**src/design/assert_macros.svh**
```systemverilog
// Assertion macros used by the frame decoder sequencer module.
`ifndef ASSERT_MACROS_SVH
`define ASSERT_MACROS_SVH

// Checked on every rising clock edge outside reset.
`define AFD_ASSERT(label, prop, msg) \
	label: assert property (@(posedge clk) disable iff (!arst_n) prop) \
		else $error(msg);

// Checked on every rising clock edge, reset included.
`define AFD_ASSERT_RST(label, prop, msg) \
	label: assert property (@(posedge clk) prop) \
		else $error(msg);

`endif

```
**src/design/afd_pkg.sv**
```systemverilog
// Types and constants shared by the ADPCM frame decoder modules.
package afd_pkg;

	localparam int SAMPLE_W      = 16;
	localparam int COEF_W        = 16;
	localparam int NIB_W         = 4;
	localparam int SCALE_W       = 4;
	localparam int PRED_W        = 4;
	localparam int HEADER_W      = 8;
	localparam int PAYLOAD_W     = 56;
	localparam int CFG_DATA_W    = 64;
	localparam int CFG_INDEX_W   = 3;
	localparam int BANK_COUNT    = 4;
	localparam int FRAME_SAMPLES = 14;
	localparam int PRED_SHIFT    = 11;
	localparam int PROD_W        = 2 * COEF_W;
	localparam int ACC_W         = PROD_W + 1;
	localparam int CNT_W         = 4;

	localparam logic [CNT_W-1:0] LAST_IDX = CNT_W'(FRAME_SAMPLES - 1);

	localparam logic signed [SAMPLE_W-1:0] SAMPLE_MIN = 16'sh8000;
	localparam logic signed [SAMPLE_W-1:0] SAMPLE_MAX = 16'sh7FFF;

	typedef enum logic [1:0] {
		ST_IDLE,
		ST_MUL0,
		ST_MUL1,
		ST_EMIT
	} state_t;

	// Datapath controls issued by the sequencer each cycle.
	typedef struct packed {
		logic start;
		logic mul_en;
		logic mul_sel;
		logic emit;
	} ctrl_t;

endpackage

```
**src/design/afd_coef_regs.sv**
```systemverilog
// Coefficient bank registers and predictor coefficient selection.
module afd_coef_regs
	import afd_pkg::*;
(
	input  logic                          clk,
	input  logic                          arst_n,
	input  logic                          wr_en,
	input  logic [CFG_INDEX_W-1:0]        wr_index,
	input  logic [CFG_DATA_W-1:0]         wr_data,
	input  logic [PRED_W-1:0]             pred,
	output logic signed [COEF_W-1:0]      a0,
	output logic signed [COEF_W-1:0]      a1
);

	logic [CFG_DATA_W-1:0] bank_q [BANK_COUNT];
	logic [PRED_W-2:0]     pred_eff;
	logic [1:0]            bank_sel;
	logic [PROD_W-1:0]     half;

	always_ff @(posedge clk or negedge arst_n) begin
		if (!arst_n) begin
			for (int i = 0; i < BANK_COUNT; i++) bank_q[i] <= '0;
		end else if (wr_en && (wr_index < CFG_INDEX_W'(BANK_COUNT))) begin
			bank_q[wr_index[1:0]] <= wr_data;
		end
	end

	// Predictor indexes eight and above fall back to predictor zero.
	assign pred_eff = pred[PRED_W-1] ? '0 : pred[PRED_W-2:0];
	assign bank_sel = pred_eff[2:1];

	always_comb begin
		half = pred_eff[0] ? bank_q[bank_sel][CFG_DATA_W-1:PROD_W]
		                   : bank_q[bank_sel][PROD_W-1:0];
		a0   = $signed(half[COEF_W-1:0]);
		a1   = $signed(half[PROD_W-1:COEF_W]);
	end

endmodule

```
**src/design/afd_datapath.sv**
```systemverilog
// Shared multiplier, accumulator, saturation and sample history.
module afd_datapath
	import afd_pkg::*;
(
	input  logic                          clk,
	input  logic                          arst_n,
	input  ctrl_t                         ctrl,
	input  logic [SCALE_W-1:0]            scale,
	input  logic [PAYLOAD_W-1:0]          payload,
	input  logic                          load_history,
	input  logic signed [SAMPLE_W-1:0]    history_newer,
	input  logic signed [SAMPLE_W-1:0]    history_older,
	input  logic signed [COEF_W-1:0]      coef_a0,
	input  logic signed [COEF_W-1:0]      coef_a1,
	output logic signed [SAMPLE_W-1:0]    sample
);

	localparam int PRED_VAL_W = ACC_W - PRED_SHIFT;
	localparam int SHIFTED_W  = 20;
	localparam int TOTAL_W    = PRED_VAL_W + 1;

	logic signed [COEF_W-1:0]    a0_q, a1_q;
	logic [SCALE_W-1:0]          scale_q;
	logic [PAYLOAD_W-1:0]        payload_q;
	logic signed [SAMPLE_W-1:0]  hn_q, ho_q;
	logic signed [PROD_W-1:0]    prod_q;
	logic signed [ACC_W-1:0]     acc_q;
	logic signed [SAMPLE_W-1:0]  sample_q;

	logic signed [COEF_W-1:0]    op_a;
	logic signed [SAMPLE_W-1:0]  op_b;
	logic signed [PROD_W-1:0]    prod;
	logic signed [ACC_W-1:0]     sum;
	logic signed [PRED_VAL_W-1:0] pred_val;
	logic [NIB_W-1:0]            nib;
	logic signed [SHIFTED_W-1:0] nib_ext;
	logic signed [SHIFTED_W-1:0] shifted;
	logic signed [TOTAL_W-1:0]   total;
	logic signed [SAMPLE_W-1:0]  sat;

	// One multiplier serves both taps: a0 * newer, then a1 * older.
	assign op_a = ctrl.mul_sel ? a1_q : a0_q;
	assign op_b = ctrl.mul_sel ? ho_q : hn_q;
	assign prod = op_a * op_b;

	always_comb begin
		sum      = acc_q + $signed({prod_q[PROD_W-1], prod_q});
		// Dropping the low bits of a two's complement value floors it.
		pred_val = $signed(sum[ACC_W-1:PRED_SHIFT]);
		nib      = payload_q[PAYLOAD_W-1 -: NIB_W];
		nib_ext  = $signed({{(SHIFTED_W-NIB_W){nib[NIB_W-1]}}, nib});
		shifted  = nib_ext <<< scale_q;
		total    = $signed({pred_val[PRED_VAL_W-1], pred_val})
		         + $signed({{(TOTAL_W-SHIFTED_W){shifted[SHIFTED_W-1]}}, shifted});
		// Saturate whenever the bits above the sample do not all match its sign.
		if (total[TOTAL_W-1:SAMPLE_W-1] == '0 || total[TOTAL_W-1:SAMPLE_W-1] == '1) begin
			sat = $signed(total[SAMPLE_W-1:0]);
		end else begin
			sat = total[TOTAL_W-1] ? SAMPLE_MIN : SAMPLE_MAX;
		end
	end

	always_ff @(posedge clk) begin
		if (ctrl.start) begin
			a0_q      <= coef_a0;
			a1_q      <= coef_a1;
			scale_q   <= scale;
			payload_q <= payload;
		end else if (ctrl.emit) begin
			payload_q <= payload_q << NIB_W;
		end
		if (ctrl.mul_en) begin
			prod_q <= prod;
			if (ctrl.mul_sel) acc_q <= $signed({prod_q[PROD_W-1], prod_q});
		end
		if (ctrl.emit) sample_q <= sat;
	end

	always_ff @(posedge clk or negedge arst_n) begin
		if (!arst_n) begin
			hn_q <= '0;
			ho_q <= '0;
		end else if (ctrl.start && load_history) begin
			hn_q <= history_newer;
			ho_q <= history_older;
		end else if (ctrl.emit) begin
			ho_q <= hn_q;
			hn_q <= sat;
		end
	end

	assign sample = sample_q;

endmodule

```
**src/design/afd_seq.sv**
```systemverilog
// Frame sequencer: steps the shared multiplier and owns the output handshake.
`include "assert_macros.svh"

module afd_seq
	import afd_pkg::*;
(
	input  logic  clk,
	input  logic  arst_n,
	input  logic  frame_valid,
	output logic  frame_stall,
	output logic  pcm_valid,
	input  logic  pcm_stall,
	output logic  last,
	output ctrl_t ctrl
);

	state_t           state_q, state_d;
	logic [CNT_W-1:0] cnt_q;
	logic             out_valid_q;
	logic             out_last_q;
	logic             frame_accept;
	logic             out_free;

	assign frame_stall  = (state_q != ST_IDLE);
	assign frame_accept = frame_valid && !frame_stall;
	assign out_free     = !out_valid_q || !pcm_stall;

	always_comb begin
		state_d = state_q;
		unique case (state_q)
			ST_IDLE: if (frame_valid) state_d = ST_MUL0;
			ST_MUL0: state_d = ST_MUL1;
			ST_MUL1: state_d = ST_EMIT;
			ST_EMIT: if (out_free) state_d = (cnt_q == LAST_IDX) ? ST_IDLE : ST_MUL0;
			default: state_d = ST_IDLE;
		endcase
	end

	always_comb begin
		ctrl = '0;
		unique case (state_q)
			ST_IDLE: ctrl.start = frame_valid;
			ST_MUL0: ctrl.mul_en = 1'b1;
			ST_MUL1: begin
				ctrl.mul_en  = 1'b1;
				ctrl.mul_sel = 1'b1;
			end
			ST_EMIT: ctrl.emit = out_free;
			default: ctrl = '0;
		endcase
	end

	always_ff @(posedge clk or negedge arst_n) begin
		if (!arst_n) begin
			state_q     <= ST_IDLE;
			cnt_q       <= '0;
			out_valid_q <= 1'b0;
			out_last_q  <= 1'b0;
		end else begin
			state_q <= state_d;
			if (frame_accept) begin
				cnt_q <= '0;
			end else if (ctrl.emit) begin
				cnt_q <= cnt_q + 1'b1;
			end
			if (ctrl.emit) begin
				out_valid_q <= 1'b1;
				out_last_q  <= (cnt_q == LAST_IDX);
			end else if (!pcm_stall) begin
				out_valid_q <= 1'b0;
			end
		end
	end

	assign pcm_valid = out_valid_q;
	assign last      = out_last_q;

	`AFD_ASSERT(a_no_overwrite, ctrl.emit |-> !(out_valid_q && pcm_stall), "sample register overwritten while stalled")
	`AFD_ASSERT(a_last_ends_frame, (ctrl.emit && cnt_q == LAST_IDX) |=> (state_q == ST_IDLE && out_last_q), "last sample did not end the frame")
	`AFD_ASSERT(a_accept_starts, frame_accept |=> (state_q == ST_MUL0 && cnt_q == '0), "accepted frame did not start a fresh count")
	`AFD_ASSERT_RST(a_reset_clear, !arst_n |=> (!out_valid_q && state_q == ST_IDLE), "reset left sequencer busy")

endmodule

```
**src/design/adpcm_frame_decoder_unit.sv**
```systemverilog
// Top level of the 4-bit ADPCM frame decoder.
//
// Each request carries one 8-byte frame (header plus fourteen nibbles) and
// yields fourteen saturated 16-bit samples, the fourteenth marked by last.
// Every sample passes through one shared 16x16 multiplier twice (a0 *
// newer, a1 * older) and then an accumulate, shift and saturate step
// that also updates the history. Output stalls extend the emit cycle of
// the waiting sample. A new frame is taken once the last sample of the
// previous one sits in the output register. The coefficient banks are
// written through the configuration port, which is always ready and
// should be used only while no frame is in flight.
module adpcm_frame_decoder_unit
	import afd_pkg::*;
(
	input  logic                        clk,
	input  logic                        arst_n,
	input  logic                        cfg_valid,
	output logic                        cfg_ready,
	input  logic [CFG_INDEX_W-1:0]      cfg_index,
	input  logic [CFG_DATA_W-1:0]       cfg_data,
	input  logic                        frame_valid,
	output logic                        frame_stall,
	input  logic [HEADER_W-1:0]         frame_header,
	input  logic [PAYLOAD_W-1:0]        frame_payload,
	input  logic                        load_history,
	input  logic signed [SAMPLE_W-1:0]  history_newer,
	input  logic signed [SAMPLE_W-1:0]  history_older,
	output logic                        pcm_valid,
	input  logic                        pcm_stall,
	output logic signed [SAMPLE_W-1:0]  sample,
	output logic                        last
);

	ctrl_t                     ctrl;
	logic signed [COEF_W-1:0]  coef_a0, coef_a1;

	assign cfg_ready = 1'b1;

	afd_coef_regs u_coef (
		.clk      (clk),
		.arst_n   (arst_n),
		.wr_en    (cfg_valid && cfg_ready),
		.wr_index (cfg_index),
		.wr_data  (cfg_data),
		.pred     (frame_header[HEADER_W-1:SCALE_W]),
		.a0       (coef_a0),
		.a1       (coef_a1)
	);

	afd_seq u_seq (
		.clk         (clk),
		.arst_n      (arst_n),
		.frame_valid (frame_valid),
		.frame_stall (frame_stall),
		.pcm_valid   (pcm_valid),
		.pcm_stall   (pcm_stall),
		.last        (last),
		.ctrl        (ctrl)
	);

	afd_datapath u_dp (
		.clk           (clk),
		.arst_n        (arst_n),
		.ctrl          (ctrl),
		.scale         (frame_header[SCALE_W-1:0]),
		.payload       (frame_payload),
		.load_history  (load_history),
		.history_newer (history_newer),
		.history_older (history_older),
		.coef_a0       (coef_a0),
		.coef_a1       (coef_a1),
		.sample        (sample)
	);

endmodule

```
**config.mk**
```make
export PLATFORM = sky130hd
export DESIGN_NAME = adpcm_frame_decoder_unit
export DESIGN_NICKNAME = d
export VERILOG_FILES = /design/src/design/afd_pkg.sv /design/src/design/afd_coef_regs.sv /design/src/design/afd_datapath.sv /design/src/design/afd_seq.sv /design/src/design/adpcm_frame_decoder_unit.sv
export VERILOG_INCLUDE_DIRS = /design/src /design/src/design
export SDC_FILE = /design/constraint.sdc
export NUM_CORES = 1
export LEC_CHECK = 0
export ABC_AREA = 1
export BUFFER_PORTS_ARGS = -buffer_cell sky130_fd_sc_hd__buf_4
export CORE_MARGIN = 5
export CORE_UTILIZATION = 40
export DETAILED_ROUTE_END_ITERATION = 6
export SETUP_SLACK_MARGIN = 0.2
export SLEW_MARGIN = 10
export SYNTH_ARGS = -nofsm -noshare
export SYNTH_HDL_FRONTEND = slang
export SYNTH_SLANG_ARGS = --single-unit
```
**constraint.sdc**
```tcl
create_clock -name clk -period 8.2 [get_ports clk]
set_clock_uncertainty 0.2 [all_clocks]
set_input_delay 1.64 -clock clk [delete_from_list [all_inputs] [get_ports clk]]
set_output_delay 1.64 -clock clk [all_outputs]
set_load 0.05 [all_outputs]
```
== Word-level counts from Yosys, hierarchy flattened ==
Cells that the tools add are included.
Widths: inputs -> output; s select.
Storage, ports and cells
  flip-flop bits (word level): 468
  input port bits: 169
  output and inout port bits: 20
  word-level logic and storage cells: 84
Operators by class
  add/subtract/negate cells: 3
  multipliers: 1
  magnitude comparators: 4
  eq/ne operators: 8
  shift operators: 1
  muxes and demuxes: 30
  bitwise logic cells: 2
  reductions and logical operators: 18
Operator list (number)
  $bwmux 256: 1
  $mux 64: 3
  $bmux 64 s2: 1
  $demux 64 s2: 1
  $mux 16: 8
  $mux 56: 2
  $add 32x32->33: 1
  $mul 16x16->32: 1
  $mux 32: 1
  $add 22x20->23: 1
  $sshl 4x4->20: 1
  $eq 8x8->1 const B: 1
  $logic_not 8->1: 1
  $mux 4: 2
  $pmux 2 s4: 1
  $reduce_bool 2->1: 4
  $mux 1: 7
  $ge 3x3->1 const B: 2
  $not 2->3: 2
  $add 4x1->4 const B: 1
  $eq 2x2->1 const B: 2
  $eq 4x4->1 const B: 1
  $logic_and 1x1->1: 4
  $mux 2: 2
  11 further kinds: 16

== Depth between registers and ports, before layout ==
  word-level depth: 7
  depth in mapped cells: 32
  gate-level depth less buffers: 31

== Modules after synthesis ==
Synthesis repeated with hierarchy kept, for this count alone.
Unflattened totals
  cell total of the unflattened synthesis: 4307
  area, all modules: 34611.9 um^2
By module, submodules not included
  afd_datapath: times used 1, cells an instance 2491, area an instance 21129.0 um^2, sequential area each 5965.7 um^2
  afd_coef_regs: times used 1, cells an instance 1756, area an instance 12982.5 um^2, sequential area each 6406.1 um^2
  afd_seq: times used 1, cells an instance 58, area an instance 489.2 um^2, sequential area each 200.2 um^2
  adpcm_frame_decoder_unit: times used 1, cells an instance 2, area an instance 11.3 um^2, sequential area each 0.0 um^2

== Worst setup path after synthesis ==
Ideal clock, no wire load.
  path type: register to register
  from: register u_seq.state_q[0]
  to: register u_dp.prod_q[29], data pin
  setup time: 0.265 ns
  arrival: 7.570 ns
  data required time: 7.735 ns
  setup slack: 0.165 ns
  cell stages (with the launch flop): 26
  path buffers: 3
  clock period less this slack: 8.035 ns
  cell sequence: dfrtp_1 inv_1 ha_1 buf_2 buf_2 buf_1 nand2_1 o21ai_1 inv_1 nor2_1 fa_1 fa_1 fa_1 fa_1 fa_1 inv_1 fa_1 inv_1 ha_1 nand2_1 nor4_1 nand4_1 nand3_1 a21oi_1 o21ai_0 xor2_1
On the way
  word-level cells in the longest chain between the ends: 4
  elaborated cells on any way between the ends: 5
RTL lines
  start, declared: line afd_seq.sv:17  | state_t state_q, state_d;
  start signal, assigned: line afd_seq.sv:60  | state_q <= state_d;
  $eq 2x2->1 (*): line afd_seq.sv:41  | unique case (state_q)
  $mux 1 (*): line afd_seq.sv:41
  $mux 16 (on tied branches): line afd_datapath.sv:42, afd_datapath.sv:43
  $mul 16x16->32 (*): line afd_datapath.sv:44  | assign prod = op_a * op_b;
  net u_dp.prod[29]: line afd_datapath.sv:32  | logic signed [PROD_W-1:0] prod;
  end signal, assigned: line afd_datapath.sv:73  | prod_q <= prod;
  end, declared: line afd_datapath.sv:26  | logic signed [PROD_W-1:0] prod_q;
Mark *: on every way through the listed nets, which the timed path passes. The rest lies on a longest branch.
A chain may end at the register's enable or synchronous reset.

== Final worst setup path ==
Ends and elaborated chain as after synthesis.

==> flow_summary.toml <==
[run_status]
outcome = "finished, violations left"
failed_checks = "design-rule violations"

[yosys]
synthCells = 3867
synth_area_per_cell_um2 = 8.51
syn-cell-area_um2 = 32900
synth.distinct_cells = 45
synth_fp_nets = 4440
synth_warnings = 0
synth_seq_cells = 468
synth_edf_count = 172
yosysSeqAreaShare_pct = 38.2
synthFlopType = "dfrtp_1"
synth-async-reset-ratio_pct = 63.2

[clock_tree]
cts_tree = "done"
htreeDepth = 2
numCtsBuffers = 52
clock-root-buffer = "clkbuf_16"
cts_hold_buf = 0
clkLatencyLatePin_ns = 0.64
clkSlewWorstSetupHoldPaths_ns = 0.06
cts_sinks = 468
clockBufferDepth = 3

[floorplan]
start_util_pct = 40.2
die_area_um2 = 88100
dieWidth_um = 297
ios = 189
core_area_um2 = 81800
fp.dieH_um = 297
fp-row-count = 105

[final_layout]
layout_commonest_cell = "nand2_1"
final_cell_mix = "nand2_1 (1036), inv_1 (561), o21ai_0 (351), nor2_1 (311), dfrtp_1 (296)"
drive_gt1_share_pct = 10.4
nFillCells = 8202
nets = 4577
area_growth_pct = 13.1
fin_cells = 5118

[global_route]
grt_pass1_wl_mm = 146
grt-ovfl-total = 0
grtUsageTotal_pct = 20.4
grt_start_max_net_pins = 97
first_global_vias = 26200
antenna_found_initial = 1

[critical_path]
startpoint_type = "flip-flop"
cp.arrival_ns = 7.59
path_class = "flip-flop to flip-flop"
critical-path-max-stage-delay_ns = 0.63
timing.rr.start = "u_seq.state_q[0]$_DFFE_PN0P_"
crit_path_cell_trace = "inv_1 > ha_4 > nand2_1 > o21ai_1 > inv_1 > nor2_1 > fa_1 > fa_1 > fa_1 > fa_1 > fa_1 > inv_1 > fa_1 > inv_1 > ha_1 > nand2_1 > nor4_1 > nand4_1 > nand3_1 > a21oi_1 > o21ai_0 > xor2_1"
cp-end-kind = "flip-flop"
critPathLaunch = "u_seq.state_q[0]$_DFFE_PN0P_"
crit_fanout = 26
required_ns = 8.32
crit_top_cell = "fa_1"
slowest_stage = "fa_1"

[placement]
dp_cells = 5019
gp_congestion = 0.962
io_buffers = 187
dp_hpwl_mm = 67.5

[drt]
wl_mm = 91.3
vias = 25900
final_antenna_net_count = 0
drc = 1
dr.pass1.iters = 7
wl_per_cell_um = 17.8
drt_iter0_markers = 1831
vias_per_cell = 5.05

[timing]
finalSetupTns_ns = 0
tightest_slew_ns = 0.994
rsz0062_at_grt = "no"
fmax_mhz = 134
relSlewSlack_pct = 33.7
whs_ns = 0.260
setup_viol = 0
hold_viol_final = 0
maxSlewViolCount = 0
period_minus_slack_ns = 7.47
timing.final.crit_share_pct = 91.1

[job]
cap_viol_max_count = 0

[worst_hold_path]
hp-class = "flip-flop to flip-flop"
holdCritStartpoint = "u_dp.prod_q[27]$_DFFE_PP_"
==> synth_stat cells (2+ instances only) <==
cell	count	share of area [%]
buf_6	3	0.10
o21a_1	3	0.068
fa_1	263	16
nor2_2	3	0.057
nand3_1	35	0.53
o21ai_0	355	5.4
a21o_1	6	0.14
o21bai_1	6	0.14
inv_1	562	6.4
a21oi_1	90	1.4
edfxtp_1	172	16
o211ai_1	78	1.8
o221ai_1	3	0.080
nor2_1	312	3.6
o21ai_1	15	0.23
a21boi_0	4	0.091
xor2_1	49	1.3
dfrtp_1	296	23
nor4_1	5	0.095
nand2_2	15	0.29
buf_2	3	0.046
o22ai_1	8	0.15
nor3_1	44	0.67
nand4_1	23	0.44
nand3b_1	2	0.046
xnor2_1	21	0.56
or2_2	66	1.3
clkbuf_1	144	1.6
nand2_1	1041	12
a31oi_1	42	0.80
ha_1	141	5.4
nand3_2	4	0.12
buf_1	5	0.057
a211oi_1	34	0.78
clkinv_1	4	0.046
==> final cells by class <==
cell class	instances	area, µm²	area share [%]
Clock buffer	72	1450	3.89
Multi-Input combinational cell	2675	17600	47.4
Tap cell	1070	1340	3.60
Antenna cell	1	2.50	0.00673
Inverter	567	2130	5.73
Timing Repair Buffer	240	1830	4.92
Sequential cell	468	12600	33.8
Clock inverter	25	233	0.625
==> stage by stage <==
step / util [%] / area, µm² / setup WS (ns)
after CTS: 45.4 / 37200 / 0.211
after global routing: 45.5 / 37200 / 0.307
after detailed placement: 43.3 / 35500 / 0.242
final: 45.5 / 37200 / 0.729
after global placement: 43.3 / 35500 / 0.349
after floorplan: - / 32900 / 0.518
==> worst max-delay path, delay by kind of cell (launching register included) <==
kind	cells	cell delay [ns]
buf+inv	4	0.61
compound gates	3	0.64
flops	1	0.40
simple gates	6	1.36
xor+xnor	1	0.09
fa+ha+maj	8	3.87
==> cells by family (layout without fill, tap and decap cells) <==
group	Yosys count	count (layout)	share of synthesized area, %
compound gates	649	649	11.2
other cells	1	2	0.0114
fa+ha+maj	404	404	21.4
mux	1	1	0.0304
xor+xnor	70	70	1.86
buf+inv	724	904	8.39
flops	468	468	38.2
simple gates	1550	1550	18.9
==> path summary, 6_finish.rpt <==
kind | endpoint | slack [ns] | cells after the start
setup / recovery | u_dp.prod_q[29]$_DFFE_PP_ | 0.73 | 22
hold / removal | u_dp.acc_q[27]$_DFFE_PP_ | 0.26 | 0
setup reg to reg | u_dp.prod_q[29]$_DFFE_PP_ | 0.73 | 22
hold reg to reg | u_dp.acc_q[27]$_DFFE_PP_ | 0.26 | 0
max in group asynchronous | u_dp.ho_q[2]$_DFFE_PN0P_ | 5.48 | 2
min in group asynchronous | u_coef.bank_q[252]$_DFFE_PN0P_ | 0.83 | 1
==> metal layers <==
layer	vias to the layer above	routed length [µm]	GRT usage (%)	share of wire [%]
li1	12500	-	-	-
met1	12500	41000	28.3	45
met2	667	43000	34.0	47
met3	148	4720	2.44	5.2
met4	0	2580	5.51	2.8
met5	-	0	0	0
==> registers in the layout (all words and copies together), names as in the netlist <==
name / flops
u_coef.bank_q: 256
u_dp.a0_q: 16
u_dp.a1_q: 16
u_dp.acc_q: 32
u_dp.hn_q: 16
u_dp.ho_q: 16
u_dp.payload_q: 56
u_dp.prod_q: 32
u_dp.sample: 16
u_dp.scale_q: 4
u_seq.cnt_q: 4
u_seq.last: 1
u_seq.pcm_valid: 1
u_seq.state_q: 2
==> what timing repair did <==
| item | CTS | global route |
|---|---|---|
| setup buffers | 0 | 1 |
| endpoints found under the setup margin | 0 | 9 |
| resized for setup | 0 | 6 |
Power is left out: the tool's default activity adds up to more than one toggle a clock period on the data nets, which glitch-free logic cannot reach.
